--- src/rtl/core/ddbst_pkg.sv ---
// ----------------------------------------------------------------------------
// ddbst_pkg
// Shared types and constants of the download-data-block section tracker.
// ----------------------------------------------------------------------------
package ddbst_pkg;

	// section header constants
	localparam logic [7:0]  TABLE_ID    = 8'h3C;
	localparam logic [7:0]  LEN_HI_MASK = 8'h0F;
	localparam logic [11:0] HEADER_LEN  = 12'd30;
	localparam logic [12:0] MIN_SECTION = 13'd34;
	localparam logic [12:0] COUNT_MAX   = 13'd8191;

	// bitmap row geometry (row index field wide enough for the largest bitmap)
	localparam int WORD_BITS  = 16;
	localparam int WORD_IDX_W = 4;
	localparam int ROW_MAX_W  = 12;

	// result status codes
	typedef enum logic [2:0] {
		ST_COMPLETE = 3'd0,
		ST_MORE     = 3'd1,
		ST_IGNORED  = 3'd2,
		ST_VERSION  = 3'd3,
		ST_NOMEM    = 3'd4
	} status_t;

	// configuration register indexes
	typedef enum logic [1:0] {
		CFG_GROUP   = 2'd0,
		CFG_MODULE  = 2'd1,
		CFG_VERSION = 2'd2
	} cfg_idx_t;

	// fields of one finished section, as captured
	typedef struct packed {
		logic [12:0] total;
		logic        table_ok;
		logic [11:0] decl_len;
		logic [31:0] crc;
		logic [7:0]  module_id;
		logic [7:0]  group_id;
		logic [15:0] version;
		logic [15:0] block;
		logic [15:0] blocks_total;
	} sect_t;

	// pre-evaluated checks of one section, ahead of the bitmap lookup
	typedef struct packed {
		logic        hdr_ok;
		logic        ver_ok;
		logic        too_many;
		logic        blk_lt_total;
		logic        blk_in;
		logic        plen_ok;
		logic [11:0] plen;
		logic [11:0] plen_m1;
		logic [23:0] offset;
		logic [15:0] block;
		logic [15:0] blocks_total;
	} cand_t;

	// bitmap read request
	typedef struct packed {
		logic                 en;
		logic [ROW_MAX_W-1:0] row;
	} bm_rd_t;

	// bitmap write request
	typedef struct packed {
		logic                 en;
		logic [ROW_MAX_W-1:0] row;
		logic [WORD_BITS-1:0] data;
	} bm_wr_t;

endpackage

--- src/rtl/core/ddbst_bitmap.sv ---
// ----------------------------------------------------------------------------
// ddbst_bitmap
// Block-seen bitmap in a single-port-write, registered-read memory of 16-bit
// rows, with a clearing pass after reset and write-to-read forwarding.
// ----------------------------------------------------------------------------
module ddbst_bitmap #(
	parameter int MAX_BLOCKS = 4096
) (
	input  logic                                 clk,
	input  logic                                 arst_n,
	input  ddbst_pkg::bm_rd_t                    rd,
	input  ddbst_pkg::bm_wr_t                    wr,
	output logic [ddbst_pkg::WORD_BITS-1:0]      row_data,
	output logic                                 busy
);

	localparam int ROWS  = (MAX_BLOCKS + ddbst_pkg::WORD_BITS - 1) / ddbst_pkg::WORD_BITS;
	localparam int ROW_W = (ROWS > 1) ? $clog2(ROWS) : 1;
	localparam logic [ROW_W-1:0] LAST_ROW = ROW_W'(ROWS - 1);

	logic [ddbst_pkg::WORD_BITS-1:0] mem_q [ROWS];
	logic [ddbst_pkg::WORD_BITS-1:0] rdata_q;
	logic [ddbst_pkg::WORD_BITS-1:0] fwd_data_q;
	logic                            fwd_q;
	logic                            busy_q;
	logic [ROW_W-1:0]                clr_row_q;
	logic                            we;
	logic [ROW_W-1:0]                wa;
	logic [ddbst_pkg::WORD_BITS-1:0] wd;
	logic [ROW_W-1:0]                ra;

	// clearing pass owns the write port until done
	always_comb begin
		we = busy_q || wr.en;
		wa = busy_q ? clr_row_q : wr.row[ROW_W-1:0];
		wd = busy_q ? '0 : wr.data;
		ra = rd.row[ROW_W-1:0];
	end

	// memory array, read-first
	always_ff @(posedge clk) begin
		if (we) begin
			mem_q[wa] <= wd;
		end
		if (rd.en) begin
			rdata_q <= mem_q[ra];
		end
	end

	// forward a row written at the same edge it was read
	always_ff @(posedge clk or negedge arst_n) begin
		if (!arst_n) begin
			fwd_q <= 1'b0;
		end else if (rd.en) begin
			fwd_q <= wr.en && (wr.row[ROW_W-1:0] == ra);
		end
	end

	always_ff @(posedge clk) begin
		if (rd.en) begin
			fwd_data_q <= wr.data;
		end
	end

	// clear sweep, one row per cycle
	always_ff @(posedge clk or negedge arst_n) begin
		if (!arst_n) begin
			busy_q    <= 1'b1;
			clr_row_q <= '0;
		end else if (busy_q) begin
			clr_row_q <= clr_row_q + ROW_W'(1);
			if (clr_row_q == LAST_ROW) begin
				busy_q <= 1'b0;
			end
		end
	end

	assign row_data = fwd_q ? fwd_data_q : rdata_q;
	assign busy     = busy_q;

endmodule

--- config.mk ---
export PLATFORM = sky130hd
export DESIGN_NAME = ddbst_bitmap
export DESIGN_NICKNAME = d
export VERILOG_FILES = /design/src/rtl/core/ddbst_pkg.sv /design/src/rtl/core/ddbst_bitmap.sv
export SDC_FILE = /design/constraint.sdc
export NUM_CORES = 2
export LEC_CHECK = 0
export ABC_AREA = 0
export BUFFER_PORTS_ARGS = -buffer_cell sky130_fd_sc_hd__buf_2
export CAP_MARGIN = 30
export CORE_AREA = 2 2 681 683
export DETAILED_ROUTE_END_ITERATION = 8
export DIE_AREA = 0 0 683 685
export HOLD_SLACK_MARGIN = 0.06
export PLACE_DENSITY_LB_ADDON = 0.08
export SLEW_MARGIN = 15
export SYNTH_ARGS = -nofsm -noshare
export SYNTH_HDL_FRONTEND = slang
export SYNTH_SLANG_ARGS = --single-unit
--- constraint.sdc ---
create_clock -name clk -period 9.4 [get_ports clk]
set_input_delay 0.94 -clock clk [delete_from_list [all_inputs] [get_ports clk]]
set_output_delay 0.94 -clock clk [all_outputs]
set_load 0.02 [all_outputs]
==> results.cfg <==
[grt]
antenna_found_initial = 29
grt-ovfl-total = 0
grtUsageTotal = 0.2030
grt_pass1_vias = 80410
grt_max_degree = 194
grt_pass1_wl_um = 662800

[power_and_ir_drop]
power_w = 0.03910
p_leak_nw = 58.19
powerDensity_mw_per_mm2 = 211.9
ir_worst_vdd_mv = 0.1521

[timing]
tightest_slew_ns = 1.338
fin_crit_sh = 0.4720
fin_crit_ns = 4.437
rsz0062_at_grt = false
fmax_mhz = 225.4
slew_headroom = 0.1081
skew_ns = 0.03864
setup_viol = 0
fin_ws_ns = 4.963
slew_viol_final = 0
hold_viol = 0
tns_ns = 0

[worst_setup_path]
rrSetupSlack_ns = 5.04
cp-end-kind = flip-flop
setup.worst_path.class = in2reg
r2r_end = mem_q[42][9]$_DFFE_PP_
cpMaxStageDelayCell = a22oi_1
crit_arrival_ns = 5.11
cp-start-kind = primary input
critPathMaxFanout = 110
slowest_delay_ns = 0.80
rr_worst_depth = 5
path_cells = buf_8 > buf_4 > buf_12 > mux4_2 > mux4_2 > a22oi_1 > a22o_1 > nor4_2
crit_top_cell = mux4_2
worstPathRequired_ns = 10.07
r2r_start = busy$_DFF_PN1_

[route]
detail_route.wl_per_cell_um = 32.74
num_vias = 79000
viasPerCell = 5.371
first_pass_iters = 7
drc = 0
drt-total-wl_um = 481600
drt_iter0_markers = 7785
drtAntennaViolNets = 0

[place]
pre_cts_slack_ns = 3.905
place_area_sq_mm = 0.1704
place.gp.congestion = 0.7895
place_hpwl_um = 277900
io_buffers = 52

[cts]
clk_latency_ns = 0.98
cts_sinks = 4138
post_cts_buffers = 0
root_buffer = clkbuf_16
cts_tree = done
clkTransAtPathRegs_ns = 0.06
htreeDepth = 5
cts.path.max_buffers = 4
numCtsBuffers = 447

[cells_and_area]
layout-drive-gt1-share = 0.2479
design_area_sq_mm = 0.1845
num-nets-final = 8196
mostFrequentLayoutCells = edfxtp_1 (4128), mux4_2 (776), mux2i_1 (637), clkbuf_16 (459), buf_4 (398)
final_common_cell = edfxtp_1
synthToLayoutAreaGrowth_pct = 14.93
fin_util = 0.4000

[floorplan]
die_w_um = 683
rows = 250
core_sq_mm = 0.4614
ios = 61
initial_core_util = 0.3480
dieArea_sq_mm = 0.4679
die_h_um = 685

[synthesis]
ys_types = 62
syn_inst = 7645
synth_edf_count = 4128
yosys_warnings = 0
synthArstFlopShare = 0.002417
synth.largest_area_cell = edfxtp_1
avgSynthCellArea_sq_um = 21.00
ys_seq_area_frac = 0.7736
synth_top_area_frac = 0.7720
yosys-top-cells-area = edfxtp_1 (77%), mux4_2 (11%), mux2i_1 (4.0%), o221ai_1 (1.4%), o22ai_1 (0.73%)
syn-num-nets = 7690
ys.flop_type = edfxtp_1
ys_ff_latch = 4138
netlist_area_sq_mm = 0.1606

[hold_path]
hold_path_class = in2reg
hold_depth = 1
min-delay-start = wr[1]
min_to = fwd_data_q[1]$_DFFE_PP_

[run]
drv_cap = 0

[run_status]
status = completed
[worst max-delay path: cells and delay by family]
kind            cells  cell delay (ns)
compound gates      2             1.33
buf+inv             3             1.53
mux                 2             0.96
simple gates        1             0.10
[worst max path at each step]
| stage | end | cells after the start | slack [ns] | start |
|---|---|---|---|---|
| finish | rdata_q[3]$_DFFE_PP_ | 8 | 4.96 | rd[1] |
| global route | rdata_q[1]$_DFFE_PP_ | 8 | 4.78 | rd[0] |
| CTS | rdata_q[1]$_DFFE_PP_ | 8 | 4.99 | rd[0] |
| detailed placement | rdata_q[1]$_DFFE_PP_ | 8 | 3.90 | rd[0] |
| global placement | rdata_q[8]$_DFFE_PP_ | 9 | 3.84 | rd[0] |
| floorplan | mem_q[0][10]$_DFFE_PP_ | 4 | 0.70 | busy$_DFF_PN1_ |
[final cells by class]
class                           count  area (sq um)
Timing Repair Buffer              521          4661
Tap cell                         6174          7725
Clock buffer                      558         11840
Multi-Input combinational cell   3033         34090
Antenna cell                       22         55.05
Inverter                           10         50.05
Clock inverter                    253          1913
Fill cell                       41060        276800
Sequential cell                  4138        124200
[through the flow]
step                cells  hold WS (ns)
floorplan            7645        0.5056
CTS                 14670       0.06188
finish              14710        0.1622
global route        14690        0.1046
global placement    13820        0.5521
detailed placement  13860        0.5624
[flip-flops by register name, summed over array words and instances (netlist names)]
register and count:
fwd_data_q 16, fwd_q 1, rdata_q 16, clr_row_q 8, busy 1, mem_q 4096
[per-layer routing]
layer	vias up	part of all wire	track usage
li1	33280	-	-
met1	43170	0.44	0.2844
met2	1993	0.49	0.3362
met3	561	0.045	0.02355
met4	0	0.029	0.05467
met5	-	0	0
[logic make-up after synthesis]
group,share of synthesized area
and+or+nand+nor,0.02195
adders and majority gates,0.00007791
xor gates and xnor gates,0.0008182
AOI/OAI and AO/OA,0.03506
DFF,0.7736
buffers and inverters,0.01886
muxes,0.1497
[power breakdown]
part / total (W) / internal, W / leakage, nW / switching, W
registers: 0.0204 / 0.0203 / 37.3 / 0.0000249
clock network: 0.0168 / 0.00963 / 6.75 / 0.00713
logic: 0.00198 / 0.000630 / 14.2 / 0.00135
total: 0.0391 / 0.0306 / 58.2 / 0.00850
[cell usage after synthesis, drive strengths merged (10+ instances only)]
| cell type | number |
|---|---|
| a21oi | 210 |
| a22o | 16 |
| a22oi | 36 |
| buf | 263 |
| clkbuf | 201 |
| edfxtp | 4128 |
| inv | 10 |
| mux2 | 16 |
| mux2i | 637 |
| mux4 | 776 |
| nand2 | 211 |
| nand2b | 12 |
| nand3 | 49 |
| nand4 | 17 |
| nor2 | 281 |
| nor2b | 20 |
| nor3 | 118 |
| nor4 | 38 |
| o21ai | 55 |
| o221ai | 264 |
| o22ai | 187 |
| o31ai | 10 |
[repair_timing]
| action | CTS | global route |
|---|---|---|
| hold buffers | 2 | 0 |
| resized for setup | 0 | 0 |
| hold endpoints to repair | 11 | 0 |
(Power assumes the default switching activity.)
