### config.mk
export PLATFORM = sky130hd
export DESIGN_NAME = ddbst_capture
export DESIGN_NICKNAME = d
export VERILOG_FILES = /design/src/rtl/core/ddbst_pkg.sv /design/src/rtl/core/ddbst_capture.sv
export SDC_FILE = /design/constraint.sdc
export NUM_CORES = 1
export LEC_CHECK = 0
export ABC_AREA = 0
export BUFFER_PORTS_ARGS = -buffer_cell sky130_fd_sc_hd__buf_2
export CORE_UTILIZATION = 35
export CTS_BUF_LIST = sky130_fd_sc_hd__clkbuf_4
export DETAILED_ROUTE_END_ITERATION = 10
export GPL_ROUTABILITY_DRIVEN = 0
export GPL_TIMING_DRIVEN = 0
export PLACE_DENSITY = 0.61
export SETUP_SLACK_MARGIN = 0.4
export SLEW_MARGIN = 0
export SYNTH_ARGS = -nofsm -noshare
export SYNTH_HDL_FRONTEND = slang
export SYNTH_SLANG_ARGS = --single-unit
### constraint.sdc
create_clock -name clk -period 5.5 [get_ports clk]
set_clock_uncertainty 0.05 [all_clocks]
set_input_delay 1.1 -clock clk [delete_from_list [all_inputs] [get_ports clk]]
set_output_delay 1.1 -clock clk [all_outputs]
set_load 0.01 [all_outputs]
### src/rtl/core/ddbst_pkg.sv
// ----------------------------------------------------------------------------
// ddbst_pkg
// Shared types and constants of the download-data-block section tracker.
// ----------------------------------------------------------------------------
package ddbst_pkg;

	// section header constants
	localparam logic [7:0]  TABLE_ID    = 8'h3C;
	localparam logic [7:0]  LEN_HI_MASK = 8'h0F;
	localparam logic [11:0] HEADER_LEN  = 12'd30;
	localparam logic [12:0] MIN_SECTION = 13'd34;
	localparam logic [12:0] COUNT_MAX   = 13'd8191;

	// bitmap row geometry (row index field wide enough for the largest bitmap)
	localparam int WORD_BITS  = 16;
	localparam int WORD_IDX_W = 4;
	localparam int ROW_MAX_W  = 12;

	// result status codes
	typedef enum logic [2:0] {
		ST_COMPLETE = 3'd0,
		ST_MORE     = 3'd1,
		ST_IGNORED  = 3'd2,
		ST_VERSION  = 3'd3,
		ST_NOMEM    = 3'd4
	} status_t;

	// configuration register indexes
	typedef enum logic [1:0] {
		CFG_GROUP   = 2'd0,
		CFG_MODULE  = 2'd1,
		CFG_VERSION = 2'd2
	} cfg_idx_t;

	// fields of one finished section, as captured
	typedef struct packed {
		logic [12:0] total;
		logic        table_ok;
		logic [11:0] decl_len;
		logic [31:0] crc;
		logic [7:0]  module_id;
		logic [7:0]  group_id;
		logic [15:0] version;
		logic [15:0] block;
		logic [15:0] blocks_total;
	} sect_t;

	// pre-evaluated checks of one section, ahead of the bitmap lookup
	typedef struct packed {
		logic        hdr_ok;
		logic        ver_ok;
		logic        too_many;
		logic        blk_lt_total;
		logic        blk_in;
		logic        plen_ok;
		logic [11:0] plen;
		logic [11:0] plen_m1;
		logic [23:0] offset;
		logic [15:0] block;
		logic [15:0] blocks_total;
	} cand_t;

	// bitmap read request
	typedef struct packed {
		logic                 en;
		logic [ROW_MAX_W-1:0] row;
	} bm_rd_t;

	// bitmap write request
	typedef struct packed {
		logic                 en;
		logic [ROW_MAX_W-1:0] row;
		logic [WORD_BITS-1:0] data;
	} bm_wr_t;

endpackage

### src/rtl/core/ddbst_capture.sv
// ----------------------------------------------------------------------------
// ddbst_capture
// Per-byte front end: CRC-32/MPEG-2, byte count and header field capture.
// Hands each finished section to the first pipeline register.
// ----------------------------------------------------------------------------
module ddbst_capture (
	input  logic               clk,
	input  logic               arst_n,
	input  logic               accept,
	input  logic [7:0]         section_byte,
	input  logic               last_byte,
	input  logic               take,
	output logic               sect_valid,
	output ddbst_pkg::sect_t   sect
);

	localparam logic [31:0] CRC_POLY = 32'h04C1_1DB7;

	// header byte positions
	localparam logic [12:0] POS_TABLE  = 13'd0;
	localparam logic [12:0] POS_LEN_HI = 13'd1;
	localparam logic [12:0] POS_LEN_LO = 13'd2;
	localparam logic [12:0] POS_MODULE = 13'd4;
	localparam logic [12:0] POS_BLK_HI = 13'd6;
	localparam logic [12:0] POS_BLK_LO = 13'd7;
	localparam logic [12:0] POS_GROUP  = 13'd12;
	localparam logic [12:0] POS_VER_HI = 13'd14;
	localparam logic [12:0] POS_VER_LO = 13'd15;
	localparam logic [12:0] POS_TOT_HI = 13'd28;
	localparam logic [12:0] POS_TOT_LO = 13'd29;

	// one byte through the MSB-first CRC register
	function automatic logic [31:0] crc_step(input logic [31:0] crc, input logic [7:0] b);
		logic [31:0] c;
		c = crc ^ {b, 24'h0};
		for (int i = 0; i < 8; i++) begin
			c = c[31] ? ((c << 1) ^ CRC_POLY) : (c << 1);
		end
		return c;
	endfunction

	ddbst_pkg::sect_t cur_q;
	ddbst_pkg::sect_t nxt;
	ddbst_pkg::sect_t sect_s1;
	logic             sect_v_s1;

	// next section state with this byte folded in
	always_comb begin
		nxt = cur_q;
		nxt.crc = crc_step(cur_q.crc, section_byte);
		nxt.total = (cur_q.total != ddbst_pkg::COUNT_MAX) ? cur_q.total + 13'd1 : cur_q.total;
		case (cur_q.total)
			POS_TABLE:  nxt.table_ok = (section_byte == ddbst_pkg::TABLE_ID);
			POS_LEN_HI: nxt.decl_len[11:8] = section_byte[3:0] & ddbst_pkg::LEN_HI_MASK[3:0];
			POS_LEN_LO: nxt.decl_len[7:0] = section_byte;
			POS_MODULE: nxt.module_id = section_byte;
			POS_BLK_HI: nxt.block[15:8] = section_byte;
			POS_BLK_LO: nxt.block[7:0] = section_byte;
			POS_GROUP:  nxt.group_id = section_byte;
			POS_VER_HI: nxt.version[15:8] = section_byte;
			POS_VER_LO: nxt.version[7:0] = section_byte;
			POS_TOT_HI: nxt.blocks_total[15:8] = section_byte;
			POS_TOT_LO: nxt.blocks_total[7:0] = section_byte;
			default:    ;
		endcase
	end

	// running section state, cleared after every last byte
	always_ff @(posedge clk or negedge arst_n) begin
		if (!arst_n) begin
			cur_q     <= '0;
			cur_q.crc <= '1;
		end else if (accept) begin
			if (last_byte) begin
				cur_q     <= '0;
				cur_q.crc <= '1;
			end else begin
				cur_q <= nxt;
			end
		end
	end

	// first pipeline register: one finished section
	always_ff @(posedge clk or negedge arst_n) begin
		if (!arst_n) begin
			sect_v_s1 <= 1'b0;
		end else if (accept && last_byte) begin
			sect_v_s1 <= 1'b1;
		end else if (take) begin
			sect_v_s1 <= 1'b0;
		end
	end

	always_ff @(posedge clk) begin
		if (accept && last_byte) begin
			sect_s1 <= nxt;
		end
	end

	assign sect_valid = sect_v_s1;
	assign sect       = sect_s1;

endmodule

==> summary by stage, run 1 <==
Critical path
The peak per-stage delay on the critical path is 540 ps. Data on the critical path is required at its endpoint by 5850 ps. For the worst setup path, the data arrival time is 3360 ps.

The worst setup path is launched from a flip-flop. The number of buffers and inverters on the critical path is 4. The highest fanout seen on the critical path is 10. The critical path goes through buf_6, or4_4, buf_6, nor3_2, and2_1, buf_2, buf_4, mux2_2.

The worst register-to-register path has a setup slack of 2490 ps. On the critical path the largest part of the delay comes from simple AND/OR/NAND/NOR gates. STA classifies the critical path endpoint as a flip-flop.

Counting stages on the worst path, the most repeated cell is sky130_fd_sc_hd__buf_6. By startpoint and endpoint, the worst setup path is classified as flip-flop to flip-flop. Among all stages on the critical path, the largest delay is contributed by sky130_fd_sc_hd__nor3_2.

Drt
Dividing the detail-routed wire length by the instance count gives 20.28 µm. The remaining number of nets flagged by the antenna check after routing is 0. The final routed wirelength across all metal layers is 33.34 mm. The via count normalized by instance count is 5.276.

The total via count in the routed design is 8674. The met1 wire length is 15.15 mm. The top metal layer carrying routed signals is met4. The number of remaining DRC errors is 0. The met2 routed wirelength is 14.83 mm. The first detailed-routing pass took 6 iterations. The routed design uses 2.730 mm of met3 wire. The first routing iteration left 828 violations.

GRT
The via count of the first global-routing pass is 8560. The number of antenna violations at the first check in global routing is 2. Entering global routing, the biggest net connects 66 pins. The overall fraction of global-route tracks in use is 19.76%. The first-pass GRT wire length is 50.83 mm. The remaining global-route overflow is 0.

STA
Of the available clock period, the critical path in the final layout requires 54.75%. The count of pins over their slew limit is 0. Setup repair after global routing left no endpoint under its margin. The number of endpoints with negative hold slack in the final report is 0.

The maximum clock frequency is 332.1 MHz. The post-route setup TNS is 0 ps. In this run the tightest slew margin relative to its limit is 21.84%. The minimum clock period is 3011 ps. The final number of setup-violating endpoints is 0. The least setup slack across all paths after layout is 2489 ps. For the pin with the worst max-slew slack, the measured transition is 1164 ps.

Logic synthesis
The mean instance size in the synthesized netlist is 12.55 µm². Sequential cells were found to cover 57.47% of the synthesized design area. In the synthesized netlist the async set-or-reset flop fraction comes to 50.20%.

The number of unique standard cell types used by synthesis is 62. The register bit total from synthesis is 245. The area share of the largest cell type after synthesis is 31.05%.

Sorting the synthesized cells by area gives the leading types as sky130_fd_sc_hd__edfxtp_1 (31%), sky130_fd_sc_hd__dfrtp_1 (19%), sky130_fd_sc_hd__dfstp_2 (7.1%), sky130_fd_sc_hd__mux2_2 (5.7%), sky130_fd_sc_hd__xnor3_1 (3.8%). The number of nets handed over by synthesis was 957. The biggest area consumer among synthesized cells is sky130_fd_sc_hd__edfxtp_1. In the synthesized netlist, the number of instances is 940. The synthesis warning total is 0. The cell with the most instances after synthesis is sky130_fd_sc_hd__edfxtp_1.

The count of flip-flops with a built-in enable after synthesis is 122. The commonest cells after synthesis are sky130_fd_sc_hd__edfxtp_1 (122), sky130_fd_sc_hd__dfrtp_1 (91), sky130_fd_sc_hd__inv_1 (91), sky130_fd_sc_hd__clkbuf_1 (66), sky130_fd_sc_hd__mux2_2 (60). The cell area after synthesis is 11800 µm².

The flip-flop cell with the highest count after synthesis is sky130_fd_sc_hd__edfxtp_1.

Finish
The sequential cells in the finished layout cover a total of 6782 µm². The post-route netlist has 31.08% of its cells at a drive strength greater than 1. The layout overhead on the synthesized area is 18.73%.

The number of nets in the finished design is 1161. In the final layout, the multi-input gates occupy 4304 µm². The number of inserted filler cells in the final layout is 3165.

Floorplanning
For this design the top-level I/O count stands at 136. The standard-cell row count is 66. The die footprint is 34450 µm². The die is 185.6 µm wide. The die is 185.6 µm tall. The core box area is 32870 µm². Once the floorplan was initialized, standard cells occupied 35.90% of the core.

Clocking
The post-cts repair resize count is 0. The H-tree was split into 3 levels. For this design, the sink count on the clock tree is 245.

For the worst-skew pair, the clock arrives at the later sink with an insertion delay of 690 ps. The CTS tree is done. After clock tree synthesis, the clock-pin slew on the worst setup and hold paths is 60 ps. The buffer count from post-CTS setup fixing is 0. The cts-stage hold buffer count is 0. The buffer levels on the longest clock path is 3. The tree is rooted in a sky130_fd_sc_hd__clkbuf_4. The CTS buffer count is 69.

Place
The count of port buffers added during placement is 131. Once detailed placement completed, the half-perimeter wirelength came to 21.92 mm. The post-placement worst setup slack is 1860 ps.

Pwr
The peak supply drop is 0.3367 mV. In this run the power density over the cells is 500.2 nW/µm². For this design the static power due to leakage is 5.854 nW.

Outcome
The run finished with clean final reports.

Worst hold path
In this run the worst hold path is classified as input pin to async pin.

Flow run
Max-cap violations in this run came to 0.
## metal layers
metal / GRT usage [%] / up-vias
met2: 30.29 / 416
met1: 27.42 / 4225
met4: 6.393 / 0
li1: - / 3973
met3: 4.715 / 60
met5: 0 / -
## cell usage in the layout (no fill, tap or decap), drive strengths merged, types with 5 or more instances in the layout
cell type,Yosys,layout
o22a,17,17
nand4,7,7
and3,10,10
o22ai,10,10
nand3,34,34
a31oi,10,10
xnor2,47,47
o221ai,46,46
edfxtp,122,122
o211ai,37,37
a211oi,9,9
and4,6,6
nor2,22,22
mux2,60,60
xnor3,20,20
clkbuf,67,170
dfstp,32,32
xor2,6,6
dfrtp,91,91
a311o,5,5
a41oi,9,9
inv,92,94
a21oi,32,32
nand2,40,40
a21o,8,8
buf,18,151
o21ai,12,12
a221o,25,25
clkinv,0,19
## final timing paths
check,startpoint,to,cells after the start
min in group clk,cur_q[66]$_DFFE_PN1P_,cur_q[66]$_DFFE_PN1P_,2
min,arst_n,sect_valid$_DFFE_PN0P_,1
max,cur_q[118]$_DFFE_PN0P_,sect[53]$_DFFE_PP_,8
max in group asynchronous,arst_n,cur_q[92]$_DFFE_PN1P_,2
min reg2reg,cur_q[66]$_DFFE_PN1P_,cur_q[66]$_DFFE_PN1P_,2
max reg2reg,cur_q[118]$_DFFE_PN0P_,sect[53]$_DFFE_PP_,8
## kinds of logic after synthesis
family | Yosys count | synth area share, %
buf+inv | 177 | 6.054
flops | 245 | 57.47
mux | 64 | 6.065
simple gates | 146 | 6.712
fa+ha+maj | 4 | 0.4242
xor+xnor | 73 | 7.815
compound gates | 231 | 15.46
## final cells by class
cell class / count / area share (%)
inverters: 92 / 2.501
repair buffers: 133 / 5.117
multi-input cells: 518 / 30.72
well taps: 442 / 3.947
diodes: 2 / 0.03572
clock inverters: 24 / 1.116
flip-flops and latches: 245 / 48.41
plain buffers: 85 / 2.635
clock buffers: 103 / 5.519
## metrics by stage
step | area [µm²] | std cells | power [W] | hold slack [ps] | util [%]
after CTS | 14000 | 1642 | 0.007055 | 365.4 | 42.61
final | 14010 | 1644 | 0.007007 | 399.6 | 42.63
after global routing | 14010 | 1644 | 0.007397 | 396.0 | 42.63
after global placement | 13010 | 1513 | 0.005227 | 416.2 | 39.58
after detailed placement | 13080 | 1515 | 0.005228 | 424.2 | 39.78
after floorplan | 11800 | 940 | 0.004512 | 406.7 | -
## registers in the layout, indices dropped and copies added (netlist names)
signal,flops
sect_valid,1
cur_q,122
sect,122
## where the power goes
part | total, W | switching [W] | leakage [nW] | internal [W]
registers | 0.00277 | 0.000202 | 2.74 | 0.00257
logic | 0.00248 | 0.00132 | 2.56 | 0.00116
clock network | 0.00176 | 0.000799 | 0.553 | 0.000958
total | 0.00701 | 0.00232 | 5.85 | 0.00468
Note: power is estimated with default switching activity, not from simulation.
==> inputs of run 2 (changes only) <==
--- a/config.mk
+++ b/config.mk
@@ -12,7 +12,7 @@
 export DETAILED_ROUTE_END_ITERATION = 10
 export GPL_ROUTABILITY_DRIVEN = 0
 export GPL_TIMING_DRIVEN = 0
-export PLACE_DENSITY = 0.61
+export PLACE_DENSITY = 0.63
 export SETUP_SLACK_MARGIN = 0.4
 export SLEW_MARGIN = 0
 export SYNTH_ARGS = -nofsm -noshare
==> constraint.sdc (replaced) <==
create_clock -name clk -period 2.5 [get_ports clk]
set_clock_uncertainty 0.05 [all_clocks]
set_input_delay 0.5 -clock clk [delete_from_list [all_inputs] [get_ports clk]]
set_output_delay 0.5 -clock clk [all_outputs]
set_load 0.01 [all_outputs]
==> summary by stage, run 2 (synthesis gave the netlist of run 1 again) <==
Pwr
In this run the static leakage power is 6.658 nW. Combinational cells account for 38.4% of the total power. The internal power of the cells totals 0.01091 W. The clock network is responsible for 23.7% of the overall power. The total power consumption of the routed design is 0.01621 W.

The power density over cell area is 1015 nW/µm². The peak supply drop is 0.9613 mV. Of the total power, the share spent switching nets is 32.67%. Of the total power, registers draw 37.9%. In this run the power spent charging and discharging nets is 0.005296 W.

Finish
The number of inserted filler cells in the final layout is 3006. From synthesis to final layout, the design area changed by 35.33%. In the layout the commonest cells are sky130_fd_sc_hd__buf_2 (130), sky130_fd_sc_hd__edfxtp_1 (122), sky130_fd_sc_hd__clkbuf_4 (110). The area of all placed cells without fillers is 15970 µm². The final layout contains 1226 nets.

The share of post-route cells with drive strength above 1 is 46.28%. Leaving out fill and tap cells, the most frequent cell in the layout is sky130_fd_sc_hd__buf_2.

GRT
The pin count of the biggest net entering global routing is 93. The number of antenna violations at the first check in global routing came to 1. The global routing usage on met1 is 26.85%. The met3 routing resource usage after global routing is 4.070%. The via count of the first global-routing pass is 9108.

The overall fraction of global-route tracks in use is 20.28%. The first-pass GRT wire length is 52.36 mm. The remaining global-route overflow is 0. After global routing, the most crowded layer is met2. For met2 alone, demand over resource in global routing was 32.69%.

Drt
The count of nets left with antenna violations once routing finished came out at 0. The final route contains 9092 vias. The via count normalized by instance count is 5.333. The count of routing violations after the opening detailed-route iteration is 745.

In the final routed layout, each cell accounts on average for 20.52 µm. After detailed routing, the number of remaining DRC violations is 0. For this block, the routed nets add up to 34.98 mm of wire. The detailed-routing iteration count for the pre-antenna-repair pass is 5.

Place
Timing analysis after detailed placement gives a worst setup slack of -437.1 ps. The placed instance area is 13470 µm². The count of port buffers added during placement is 131. Detailed placement ended at an HPWL of 22.31 mm.

Floorplanning
The standard-cell row count is 66. After floorplanning, the core was sized to cover 32870 µm². The number of top-level design ports is 136. In this run the vertical extent of the chip is 185.6 µm. Once the floorplan was initialized, standard cells occupied 35.90% of the core. The floorplan step defined a die boundary enclosing 34450 µm². The die is 185.6 µm wide.

Critical path
Along the worst path, the maximum fanout reaches 8. For the worst setup path, the data required time is 2840 ps. In this run the number of cells on the critical path is 8.

The kind of launch point of the worst setup path is a flip-flop. The setup path with the least slack is of type flip-flop to flip-flop. The critical path goes through buf_6, or4_4, buf_8, or4_4, buf_8, nor2_4, buf_12, mux2_4. STA puts the critical path data arrival time at 2970 ps. The type of element capturing the critical path is a flip-flop. The family with the most delay on the worst path is simple AND/OR/NAND/NOR gates. The largest single stage delay on the critical path is 510 ps. The slowest stage of the critical path belongs to the cell sky130_fd_sc_hd__or4_4. Counting both buffers and inverters, the worst setup path holds a total of 4. The logic depth of the worst register-to-register path is 8.

Clocking
The CTS buffer count is 67. The CTS tree is done. In this run the number of H-tree levels came out at 3. Clock-pin slew was measured on the worst setup and hold paths at 70 ps. The sink count of the clock tree is 245. The CTS root buffer is sky130_fd_sc_hd__clkbuf_4. The clock network latency to the later pin of the worst-skew pair is 680 ps. In this run the deepest clock path goes through 3 buffers.

Outcome
The checks that failed: negative setup slack. The flow ran to the end, but the final reports show violations.

STA
The final number of setup-violating endpoints is 46. For the pin with the worst max-slew slack, the measured transition is 1002 ps. After layout, the worst setup slack is -127.7 ps. The minimum clock period is 2628 ps. Setup repair after global routing could not meet its margin everywhere. The count of pins over their slew limit is 0. The post-route setup TNS is -2302 ps. On the final layout, the worst hold slack is 233.2 ps. The headroom to the max-slew limit is 33.22%.

The number of endpoints with negative hold slack in the final report was 0. The share of the clock period used by the worst path after layout is 105.1%. The maximum clock frequency is 380.6 MHz.

Flow run
The max-cap violation count is 0.

Worst hold path
The worst hold-check path type is input pin to async pin.
## run 2: through the flow
step                utilization [%]  instances
floorplan                         -        940
global placement              40.70       1513
finish                        48.59       1705
global route                  48.59       1705
detailed placement            40.99       1517
CTS                           47.06       1685
## run 2: worst paths after layout
| kind | slack, ps | to | from |
|---|---|---|---|
| hold / removal | 230 | cur_q[118]$_DFFE_PN0P_ | arst_n |
| max in group asynchronous | 1340 | cur_q[109]$_DFFE_PN0P_ | arst_n |
| min in group clk | 250 | cur_q[68]$_DFFE_PN1P_ | last_byte |
| hold reg to reg | 440 | cur_q[83]$_DFFE_PN1P_ | cur_q[83]$_DFFE_PN1P_ |
| setup reg to reg | -130 | sect[102]$_DFFE_PP_ | cur_q[118]$_DFFE_PN0P_ |
| setup / recovery | -130 | sect[102]$_DFFE_PP_ | cur_q[118]$_DFFE_PN0P_ |
## run 2: final cells by class
type	instances	area (µm²)	share of cell area (%)
clock buffer	107	803.3	5.030
timing repair buffer	200	1439	9.010
tap	442	553.0	3.463
multi-input combinational	518	5220	32.69
inverter	92	349.1	2.186
buffer	85	700.7	4.388
antenna	1	2.502	0.01567
clock inverter	15	117.6	0.7365
sequential	245	6784	42.48
## run 2: power groups by stage
stage	clock (W)	combinational (W)	sequential (W)
after global placement	0	0.00542	0.00617
after floorplan	0	0.00383	0.00627
final	0.00385	0.00622	0.00614
after global routing	0.00417	0.00665	0.00625
after CTS	0.00397	0.00599	0.00613
after detailed placement	0	0.00552	0.00617
## run 2: repair_timing
| item | in CTS | in global routing |
|---|---|---|
| setup endpoints to repair | 215 | 172 |
| pin swaps | 40 | 50 |
| hold buffers | 2 | 0 |
| buffers inserted | 40 | 15 |
| gates cloned | 4 | 4 |
| gates resized for setup | 150 | 89 |
| endpoints found under the hold margin | 32 | 0 |
## run 2: routing by layer
layer	vias to the layer above	routed length, µm
met2	399	16790
met1	4503	14940
met3	80	2267
li1	4110	-
met5	-	0
met4	0	976
